$ cat src/rtl/core/pdb_pkg.sv
// ----------------------------------------------------------------------------
// Porter-Duff blend filter package
// Shared types, register indexes, blend modes and the operand selection
// function that maps a blend mode onto the common per-channel datapath.
// ----------------------------------------------------------------------------
package pdb_pkg;

  localparam int ChanW     = 8;
  localparam int NumChan   = 4;
  localparam int CfgIdxW   = 3;
  localparam int CfgDataW  = 8;
  localparam int PipeDepth = 5;
  localparam int RoundBias = 128;
  localparam int DivShift  = 8;
  localparam int ChanMax   = 255;

  // Channel order inside the datapath arrays.
  localparam int CH_ALPHA = 0;
  localparam int CH_RED   = 1;
  localparam int CH_GREEN = 2;
  localparam int CH_BLUE  = 3;

  typedef logic [ChanW-1:0]    chan_t;
  typedef logic [CfgIdxW-1:0]  cfg_idx_t;
  typedef logic [CfgDataW-1:0] cfg_data_t;

  localparam cfg_idx_t REG_BLEND_MODE = 3'd0;
  localparam cfg_idx_t REG_SRC_ALPHA  = 3'd1;
  localparam cfg_idx_t REG_SRC_RED    = 3'd2;
  localparam cfg_idx_t REG_SRC_GREEN  = 3'd3;
  localparam cfg_idx_t REG_SRC_BLUE   = 3'd4;

  typedef enum logic [3:0] {
    MODE_CLEAR   = 4'd0,
    MODE_SRC     = 4'd1,
    MODE_DST     = 4'd2,
    MODE_SRCOVER = 4'd3,
    MODE_DSTOVER = 4'd4,
    MODE_SRCIN   = 4'd5,
    MODE_DSTIN   = 4'd6,
    MODE_SRCOUT  = 4'd7,
    MODE_DSTOUT  = 4'd8,
    MODE_SRCATOP = 4'd9,
    MODE_DSTATOP = 4'd10,
    MODE_XOR     = 4'd11
  } mode_t;

  // Every mode is written as base +/- d(a1*b1 + a2*b2).
  typedef struct packed {
    chan_t      a1;
    chan_t      b1;
    chan_t      a2;
    chan_t      b2;
    logic [8:0] base;
    logic       sub;
  } blend_ops_t;

  function automatic blend_ops_t blend_select(mode_t mode, chan_t s, chan_t d,
                                              chan_t sa, chan_t da, logic is_alpha);
    blend_ops_t ops;
    ops = '0;
    // For 8-bit operands, 255 - x is the bitwise complement.
    unique case (mode)
      MODE_SRC: begin
        ops.base = {1'b0, s};
      end
      MODE_DST: begin
        ops.base = {1'b0, d};
      end
      MODE_SRCOVER: begin
        ops.base = {1'b0, s};
        ops.a1   = ~sa;
        ops.b1   = d;
      end
      MODE_DSTOVER: begin
        ops.base = {1'b0, d};
        ops.a1   = ~da;
        ops.b1   = s;
      end
      MODE_SRCIN: begin
        ops.a1 = s;
        ops.b1 = da;
      end
      MODE_DSTIN: begin
        ops.a1 = d;
        ops.b1 = sa;
      end
      MODE_SRCOUT: begin
        ops.a1 = s;
        ops.b1 = ~da;
      end
      MODE_DSTOUT: begin
        ops.a1 = d;
        ops.b1 = ~sa;
      end
      MODE_SRCATOP: begin
        if (is_alpha) begin
          ops.base = {1'b0, da};
        end else begin
          ops.a1 = s;
          ops.b1 = da;
          ops.a2 = d;
          ops.b2 = ~sa;
        end
      end
      MODE_DSTATOP: begin
        if (is_alpha) begin
          ops.base = {1'b0, sa};
        end else begin
          ops.a1 = d;
          ops.b1 = sa;
          ops.a2 = s;
          ops.b2 = ~da;
        end
      end
      MODE_XOR: begin
        if (is_alpha) begin
          // Sa + Da - d(2*Sa*Da): the doubled product uses both multipliers.
          ops.base = {1'b0, sa} + {1'b0, da};
          ops.sub  = 1'b1;
          ops.a1   = sa;
          ops.b1   = da;
          ops.a2   = sa;
          ops.b2   = da;
        end else begin
          ops.a1 = s;
          ops.b1 = ~da;
          ops.a2 = d;
          ops.b2 = ~sa;
        end
      end
      default: begin
        ops = '0;
      end
    endcase
    return ops;
  endfunction

endpackage

$ cat src/rtl/core/pdb_in_if.sv
// ----------------------------------------------------------------------------
// Porter-Duff blend filter input channel
// Destination pixel stream with valid/ready handshake.
// ----------------------------------------------------------------------------
interface pdb_in_if;
  logic           valid;
  logic           ready;
  pdb_pkg::chan_t dst_alpha;
  pdb_pkg::chan_t dst_red;
  pdb_pkg::chan_t dst_green;
  pdb_pkg::chan_t dst_blue;
  logic           last_in;

  modport source (
    output valid, dst_alpha, dst_red, dst_green, dst_blue, last_in,
    input  ready
  );

  modport sink (
    input  valid, dst_alpha, dst_red, dst_green, dst_blue, last_in,
    output ready
  );
endinterface

$ cat src/rtl/core/pdb_out_if.sv
// ----------------------------------------------------------------------------
// Porter-Duff blend filter result channel
// Blended pixel stream with valid/ready handshake.
// ----------------------------------------------------------------------------
interface pdb_out_if;
  logic           valid;
  logic           ready;
  pdb_pkg::chan_t res_alpha;
  pdb_pkg::chan_t res_red;
  pdb_pkg::chan_t res_green;
  pdb_pkg::chan_t res_blue;
  logic           last_out;

  modport source (
    output valid, res_alpha, res_red, res_green, res_blue, last_out,
    input  ready
  );

  modport sink (
    input  valid, res_alpha, res_red, res_green, res_blue, last_out,
    output ready
  );
endinterface

$ cat src/rtl/core/porter_duff_blend_filter_core.sv
// ----------------------------------------------------------------------------
// Porter-Duff blend filter core
// Blends each premultiplied ARGB8888 destination pixel with a constant
// premultiplied source color in one of twelve Porter-Duff modes.
// ----------------------------------------------------------------------------
// Channel   Dir  Handshake     Payload
// in_if     in   valid/ready   dst_alpha, dst_red, dst_green, dst_blue, last_in
// out_if    out  valid/ready   res_alpha, res_red, res_green, res_blue, last_out
// cfg_*     in   cfg_we        cfg_index, cfg_wdata
//
// One pixel per cycle sustained while out_if.ready holds; each accepted pixel
// passes through the five register stages: operand select, multiply,
// rounding bias, divide by 255, and combine with saturation.
// Reset clears all stage valid bits and loads the register defaults.
// A stage holds while its successor is full and stalled; empty stages fill
// behind it, so bubbles are squeezed out and nothing is dropped or repeated.
// ----------------------------------------------------------------------------
module porter_duff_blend_filter_core (
  input  logic                clk,
  input  logic                rst_n,
  input  logic                cfg_we,
  input  pdb_pkg::cfg_idx_t   cfg_index,
  input  pdb_pkg::cfg_data_t  cfg_wdata,
  pdb_in_if.sink              in_if,
  pdb_out_if.source           out_if
);
  import pdb_pkg::*;

  typedef struct packed {
    logic [15:0] p1;
    logic [15:0] p2;
    logic [8:0]  base;
    logic        sub;
  } prod_stage_t;

  typedef struct packed {
    logic [17:0] y;
    logic [8:0]  base;
    logic        sub;
  } bias_stage_t;

  typedef struct packed {
    logic [9:0]  q;
    logic [8:0]  base;
    logic        sub;
  } quot_stage_t;

  // Configuration registers.
  logic [3:0]  mode_r;
  chan_t       src_r [NumChan];

  // Pipeline control.
  logic [PipeDepth-1:0] v_r;
  logic [PipeDepth-1:0] v_nxt;
  logic [PipeDepth-1:0] adv;
  logic [PipeDepth-1:0] last_r;
  logic                 in_acc;
  logic                 out_acc;

  // Datapath.
  chan_t       dst      [NumChan];
  blend_ops_t  ops_nxt  [NumChan];
  blend_ops_t  ops_r    [NumChan];
  prod_stage_t prod_nxt [NumChan];
  prod_stage_t prod_r   [NumChan];
  bias_stage_t bias_nxt [NumChan];
  bias_stage_t bias_r   [NumChan];
  quot_stage_t quot_nxt [NumChan];
  quot_stage_t quot_r   [NumChan];
  chan_t       res_nxt  [NumChan];
  chan_t       res_r    [NumChan];

  always_ff @(posedge clk) begin
    if (!rst_n) begin
      mode_r <= MODE_SRCOVER;
      for (int c = 0; c < NumChan; c++) begin
        src_r[c] <= '0;
      end
    end else if (cfg_we) begin
      unique case (cfg_index)
        REG_BLEND_MODE: mode_r          <= cfg_wdata[3:0];
        REG_SRC_ALPHA:  src_r[CH_ALPHA] <= cfg_wdata;
        REG_SRC_RED:    src_r[CH_RED]   <= cfg_wdata;
        REG_SRC_GREEN:  src_r[CH_GREEN] <= cfg_wdata;
        REG_SRC_BLUE:   src_r[CH_BLUE]  <= cfg_wdata;
        default: ;
      endcase
    end
  end

  // A stage may load when it is empty or its content moves on this cycle.
  always_comb begin
    adv[PipeDepth-1] = !v_r[PipeDepth-1] || out_if.ready;
    for (int k = PipeDepth - 2; k >= 0; k--) begin
      adv[k] = !v_r[k] || adv[k+1];
    end
    v_nxt[0] = adv[0] ? in_if.valid : v_r[0];
    for (int k = 1; k < PipeDepth; k++) begin
      v_nxt[k] = adv[k] ? v_r[k-1] : v_r[k];
    end
  end

  assign in_if.ready = adv[0];
  assign in_acc      = in_if.valid && in_if.ready;
  assign out_acc     = out_if.valid && out_if.ready;

  always_ff @(posedge clk) begin
    if (!rst_n) begin
      v_r <= '0;
    end else begin
      v_r <= v_nxt;
    end
  end

  assign dst[CH_ALPHA] = in_if.dst_alpha;
  assign dst[CH_RED]   = in_if.dst_red;
  assign dst[CH_GREEN] = in_if.dst_green;
  assign dst[CH_BLUE]  = in_if.dst_blue;

  always_comb begin
    for (int c = 0; c < NumChan; c++) begin
      ops_nxt[c] = blend_select(mode_t'(mode_r), src_r[c], dst[c], src_r[CH_ALPHA],
                                in_if.dst_alpha, logic'(c == CH_ALPHA));

      prod_nxt[c].p1   = 16'(ops_r[c].a1) * 16'(ops_r[c].b1);
      prod_nxt[c].p2   = 16'(ops_r[c].a2) * 16'(ops_r[c].b2);
      prod_nxt[c].base = ops_r[c].base;
      prod_nxt[c].sub  = ops_r[c].sub;

      bias_nxt[c].y    = 18'(prod_r[c].p1) + 18'(prod_r[c].p2) + 18'(RoundBias);
      bias_nxt[c].base = prod_r[c].base;
      bias_nxt[c].sub  = prod_r[c].sub;

      // d(x) = (y + (y >> 8)) >> 8 with y = x + 128; the quotient stays below 511.
      quot_nxt[c].q    = 10'((bias_r[c].y + (bias_r[c].y >> DivShift)) >> DivShift);
      quot_nxt[c].base = bias_r[c].base;
      quot_nxt[c].sub  = bias_r[c].sub;
    end
  end

  always_comb begin
    logic signed [10:0] sum;
    for (int c = 0; c < NumChan; c++) begin
      if (quot_r[c].sub) begin
        sum = $signed({2'b00, quot_r[c].base}) - $signed({1'b0, quot_r[c].q});
      end else begin
        sum = $signed({2'b00, quot_r[c].base}) + $signed({1'b0, quot_r[c].q});
      end
      if (sum < 11'sd0) begin
        res_nxt[c] = '0;
      end else if (sum > 11'(ChanMax)) begin
        res_nxt[c] = chan_t'(ChanMax);
      end else begin
        res_nxt[c] = sum[ChanW-1:0];
      end
    end
  end

  always_ff @(posedge clk) begin
    if (adv[0]) begin
      last_r[0] <= in_if.last_in;
      ops_r     <= ops_nxt;
    end
    if (adv[1]) begin
      last_r[1] <= last_r[0];
      prod_r    <= prod_nxt;
    end
    if (adv[2]) begin
      last_r[2] <= last_r[1];
      bias_r    <= bias_nxt;
    end
    if (adv[3]) begin
      last_r[3] <= last_r[2];
      quot_r    <= quot_nxt;
    end
    if (adv[4]) begin
      last_r[4] <= last_r[3];
      res_r     <= res_nxt;
    end
  end

  assign out_if.valid     = v_r[PipeDepth-1];
  assign out_if.res_alpha = res_r[CH_ALPHA];
  assign out_if.res_red   = res_r[CH_RED];
  assign out_if.res_green = res_r[CH_GREEN];
  assign out_if.res_blue  = res_r[CH_BLUE];
  assign out_if.last_out  = last_r[PipeDepth-1];

  // A full pipeline facing a stalled sink takes no new transaction.
  a_full_blocks: assert property (@(posedge clk) disable iff (!rst_n)
    ((&v_r) && !out_if.ready) |-> !in_if.ready)
    else $error("input accepted while the pipeline is full and stalled");

  // Occupancy moves exactly by what enters and what leaves.
  a_occupancy: assert property (@(posedge clk) disable iff (!rst_n)
    rst_n |=> ($countones(v_r) ==
               $countones($past(v_r)) + int'($past(in_acc)) - int'($past(out_acc))))
    else $error("pipeline occupancy does not match accepted transactions");

  // A transaction taken into an empty pipeline lands in the first stage.
  a_first_stage: assert property (@(posedge clk) disable iff (!rst_n)
    (!(|v_r) && in_if.valid) |=> v_r[0])
    else $error("accepted transaction missing from the first stage");

endmodule
$ cat src/flat_wrapper.sv
// flat-port wrapper written by rule: the top's interface ports become plain ports
module porter_duff_blend_filter_core_flat import pdb_pkg::*;
  (clk, rst_n, cfg_we, cfg_index, cfg_wdata, in_if_valid, in_if_dst_alpha, in_if_dst_red, in_if_dst_green, in_if_dst_blue, in_if_last_in, in_if_ready, out_if_valid, out_if_res_alpha, out_if_res_red, out_if_res_green, out_if_res_blue, out_if_last_out, out_if_ready);
  pdb_in_if in_if_i ();
  pdb_out_if out_if_i ();
  input  logic clk;
  input  logic rst_n;
  input  logic cfg_we;
  input  pdb_pkg::cfg_idx_t cfg_index;
  input  pdb_pkg::cfg_data_t cfg_wdata;
  input wire logic [$bits(in_if_i.valid)-1:0] in_if_valid;
  input wire logic [$bits(in_if_i.dst_alpha)-1:0] in_if_dst_alpha;
  input wire logic [$bits(in_if_i.dst_red)-1:0] in_if_dst_red;
  input wire logic [$bits(in_if_i.dst_green)-1:0] in_if_dst_green;
  input wire logic [$bits(in_if_i.dst_blue)-1:0] in_if_dst_blue;
  input wire logic [$bits(in_if_i.last_in)-1:0] in_if_last_in;
  output wire logic [$bits(in_if_i.ready)-1:0] in_if_ready;
  output wire logic [$bits(out_if_i.valid)-1:0] out_if_valid;
  output wire logic [$bits(out_if_i.res_alpha)-1:0] out_if_res_alpha;
  output wire logic [$bits(out_if_i.res_red)-1:0] out_if_res_red;
  output wire logic [$bits(out_if_i.res_green)-1:0] out_if_res_green;
  output wire logic [$bits(out_if_i.res_blue)-1:0] out_if_res_blue;
  output wire logic [$bits(out_if_i.last_out)-1:0] out_if_last_out;
  input wire logic [$bits(out_if_i.ready)-1:0] out_if_ready;
  assign in_if_i.valid = in_if_valid;
  assign in_if_i.dst_alpha = in_if_dst_alpha;
  assign in_if_i.dst_red = in_if_dst_red;
  assign in_if_i.dst_green = in_if_dst_green;
  assign in_if_i.dst_blue = in_if_dst_blue;
  assign in_if_i.last_in = in_if_last_in;
  assign in_if_ready = in_if_i.ready;
  assign out_if_valid = out_if_i.valid;
  assign out_if_res_alpha = out_if_i.res_alpha;
  assign out_if_res_red = out_if_i.res_red;
  assign out_if_res_green = out_if_i.res_green;
  assign out_if_res_blue = out_if_i.res_blue;
  assign out_if_last_out = out_if_i.last_out;
  assign out_if_i.ready = out_if_ready;
  porter_duff_blend_filter_core u_core (.clk(clk), .rst_n(rst_n), .cfg_we(cfg_we), .cfg_index(cfg_index), .cfg_wdata(cfg_wdata), .in_if(in_if_i), .out_if(out_if_i));
endmodule
$ cat config.mk
export PLATFORM = sky130hd
export DESIGN_NAME = porter_duff_blend_filter_core_flat
export DESIGN_NICKNAME = d
export VERILOG_FILES = /design/src/rtl/core/pdb_pkg.sv /design/src/rtl/core/pdb_in_if.sv /design/src/rtl/core/pdb_out_if.sv /design/src/rtl/core/porter_duff_blend_filter_core.sv /design/src/flat_wrapper.sv
export SDC_FILE = /design/constraint.sdc
export NUM_CORES = 2
export LEC_CHECK = 0
export CAP_MARGIN = 20
export CORE_MARGIN = 2
export CORE_UTILIZATION = 35
export DETAILED_ROUTE_END_ITERATION = 10
export DONT_BUFFER_PORTS = 1
export MAX_ROUTING_LAYER = met4
export SYNTH_ARGS = -nofsm -noshare
export SYNTH_HDL_FRONTEND = slang
export SYNTH_SLANG_ARGS = --single-unit
$ cat constraint.sdc
create_clock -name clk -period 8.7 [get_ports clk]
set_input_delay 1.74 -clock clk [delete_from_list [all_inputs] [get_ports clk]]
set_output_delay 1.74 -clock clk [all_outputs]
set_load 0.02 [all_outputs]
==> run_results.csv <==
group,metric,value,unit
outcome,status,"completed",
finish,fin_util,0.3873,
floorplan,start_util,0.3515,
floorplan,die_w,355.7,um
route,final_antenna_net_count,0,
finish,area_growth,10.19,%
clock_tree,root_buffer,"clkbuf_16",
finish,instances_no_fill,5637,
sta,tns,0,ns
placement,place_ws,3.596,ns
power_and_ir_drop,cellLeakagePower,21.68,nW
sta,timing.hold.ws,0.4158,ns
floorplan,num_rows,129,
setup_path,path_class,"reg -> reg",
sta,max_slew.worst_pin.slew,1.143,ns
global_routing,grt_overflow,0,
setup_path,end_kind,"flop",
global_routing,grt_usage,0.1610,
setup_path,crit_chain,"nand2_1 > fa_1 > fa_1 > inv_1 > fa_1 > inv_1 > fa_1 > inv_1 > ha_1 > a21boi_0 > o311a_1 > or3_1 > o311a_1 > xor2_1",
placement,dp.cells,5492,
synthesis,yosys_warnings,0,
route,vias_per_cell,4.974,
route,drc_errors,0,
setup_path,path_max_fanout,24,
clock_tree,clock_insertion_delay_worst_skew,0.67,ns
route,vias,28040,
finish,final_common_cell,"edfxtp_1",
finish,final_layout_size_suffix_gt1_frac,0.04542,
clock_tree,cts_buffers,68,
floorplan,design.core.area,123200,um2
clock_tree,holdBufCountCts,0,
placement,dp_hpwl,74250,um
sta,final_hold_viol_count,0,
sta,clock_skew,0.02510,ns
setup_path,cp_top_family,"adder cells",
synthesis,synth_edf_count,557,
synthesis,syn_area,43290,um2
synthesis,synth_cell_types,84,
sta,grt_setup_unrepaired,"false",
synthesis,ys_seq_area_frac,0.3906,
sta,setup_viol,0,
min_path,hold_path_class,"reg -> reg",
clock_tree,cts_tree,"yes",
sta,report.final.slew_viol_count,0,
clock_tree,cts_max_level,3,
global_routing,grt_start_max_net_pins,148,
synthesis,synth_seq_cells,566,
sta,clock.fmax,193.6,MHz
route,finalWirelength,97860,um
sta,layout_setup_ws,3.536,ns
synthesis,ys.flop_type,"edfxtp_1",
clock_tree,post_cts_resized,0,
placement,gp_congestion,0.8357,
clock_tree,cts_sinks,566,
global_routing,grt_pass1_wl,155000,um
sta,fin_crit,5.164,ns
setup_path,cpMaxStageDelayCell,"edfxtp_1",
clock_tree,clockBufferDepth,3,
global_routing,grt_pass1_vias,27700,
setup_path,path_buf_inv,3,
setup_path,crit_required,9.11,ns
route,drt_first_pass_iters,7,
power_and_ir_drop,p_per_area,241.2,nW/um2
power_and_ir_drop,ir_worst_vdd,0.1555,mV
synthesis,synth_cells,3922,
floorplan,die-area,126500,um2
clock_tree,clk_pin_slew,0.06,ns
synthesis,synth_nets,4702,
route,wl_per_cell,17.36,um
clock_tree,post_cts_buffers,0,
global_routing,antenna_found_initial,9,
synthesis,syn_area_per_cell,11.04,um2
route,drt_iter0_drc,1879,
floorplan,ioPinCount,84,
sta,slew_headroom,0.2381,
floorplan,die_height,355.7,um
sta,fin_crit_sh,0.5936,
setup_path,slowest_delay,0.96,ns
finish,fin_nets,4712,
synthesis,synthArstFlopShare,0,
placement,portBuffers,0,
setup_path,crit_path_frequent_cell,"fa_1",
job,maxCapViolCount,0,
setup_path,setup.worst_path.start_class,"flop",
setup_path,cp.arrival,5.57,ns
finish,final_cell_mix,"edfxtp_1 (557), inv_1 (489), and2_1 (478)",
## report_power, final
| group | switching (mW) | leakage, nW | total (mW) | internal, mW |
|---|---|---|---|---|
| Sequential | 0.495 | 6.26 | 4.32 | 3.82 |
| Combinational | 2.32 | 14.3 | 4.18 | 1.86 |
| Clock | 1.20 | 1.15 | 3.00 | 1.80 |
| Total | 4.02 | 21.7 | 11.5 | 7.49 |
## synthesized netlist by cell type, types with 9 or more instances
| master | count | area, um2 |
|---|---|---|
| and2_1 | 478 | 2990 |
| o211ai_1 | 22 | 165.2 |
| a31oi_1 | 14 | 87.58 |
| fa_1 | 297 | 5946 |
| o21a_1 | 19 | 142.6 |
| nor2_1 | 167 | 626.9 |
| or2_2 | 14 | 87.58 |
| a21oi_1 | 159 | 795.8 |
| or3_1 | 17 | 106.4 |
| a211oi_1 | 9 | 67.56 |
| a22o_1 | 49 | 429.2 |
| o31ai_1 | 10 | 75.07 |
| o22ai_1 | 25 | 156.4 |
| and4_1 | 9 | 78.83 |
| nand3_1 | 48 | 240.2 |
| a22oi_1 | 31 | 232.7 |
| clkbuf_1 | 72 | 270.3 |
| xnor2_1 | 164 | 1436 |
| a31o_2 | 10 | 87.58 |
| nand2_1 | 230 | 863.3 |
| edfxtp_1 | 557 | 16730 |
| o21ai_0 | 117 | 585.6 |
| nand4_1 | 11 | 68.82 |
| nor2b_1 | 46 | 287.8 |
| nand2b_1 | 28 | 175.2 |
| a21boi_0 | 18 | 135.1 |
| dfxtp_1 | 9 | 180.2 |
| o311a_1 | 9 | 90.09 |
| xor2_1 | 81 | 709.4 |
| nor3_1 | 44 | 220.2 |
| a221o_1 | 26 | 260.3 |
| ha_1 | 434 | 5430 |
| and3_1 | 36 | 225.2 |
| a21o_1 | 44 | 330.3 |
| inv_1 | 491 | 1843 |
## flip-flops by register name (all words and copies together) (netlist names), 8 cells and up
register and flops:
u_core.ops_r 146, u_core.out_if.res_blue 8, u_core.quot_r 74, u_core.src_r 32, u_core.out_if.res_alpha 8, u_core.bias_r 106
u_core.out_if.res_green 8, u_core.prod_r 128, u_core.out_if.res_red 8, u_core.bias_nxt 34
## stage by stage
stage	power (mW)	cell area, um2
2_1_floorplan	7.464	43290
3_3_place_gp	8.476	45190
3_5_place_dp	8.565	45190
4_1_cts	11.65	47560
5_1_grt	12.41	47690
6_report	11.50	47700
## cell type report
class | count | area, um2
clock inverters | 44 | 584.3
flip-flops and latches | 566 | 16910
well taps | 1637 | 2048
clock buffers | 79 | 1785
diodes | 15 | 37.54
repair buffers | 22 | 222.7
fillers | 11860 | 75450
multi-input cells | 2782 | 24270
inverters | 492 | 1849
## worst paths after layout
check	slack (ns)	from	depth (start not counted)	end
max	3.54	u_core.ops_r[16]	14	u_core.prod_r[108]
min	0.42	u_core.bias_nxt[63]	0	u_core.bias_r[63]
max reg2reg	3.54	u_core.ops_r[16]	14	u_core.prod_r[108]
min reg2reg	0.42	u_core.bias_nxt[63]	0	u_core.bias_r[63]
## layer usage
layer / share of wire / global-route usage / vias to the layer above
li1: - / - / 13600
met3: 0.073 / 0.04707 / 123
met2: 0.43 / 0.2342 / 596
met1: 0.47 / 0.2180 / 13720
met5: 0 / - / -
met4: 0.022 / 0.04339 / 0
## kinds of logic after synthesis
family	count (synthesis)	synth area share
buffers and inverters	574	0.05009
flip-flops	566	0.3906
multiplexers	8	0.001879
AO/OA/AOI/OAI	635	0.1002
XOR/XNOR	245	0.04957
adder cells (fa/ha/maj)	731	0.2628
AND/OR/NAND/NOR	1163	0.1449
Power figures use the tool's default switching activity.
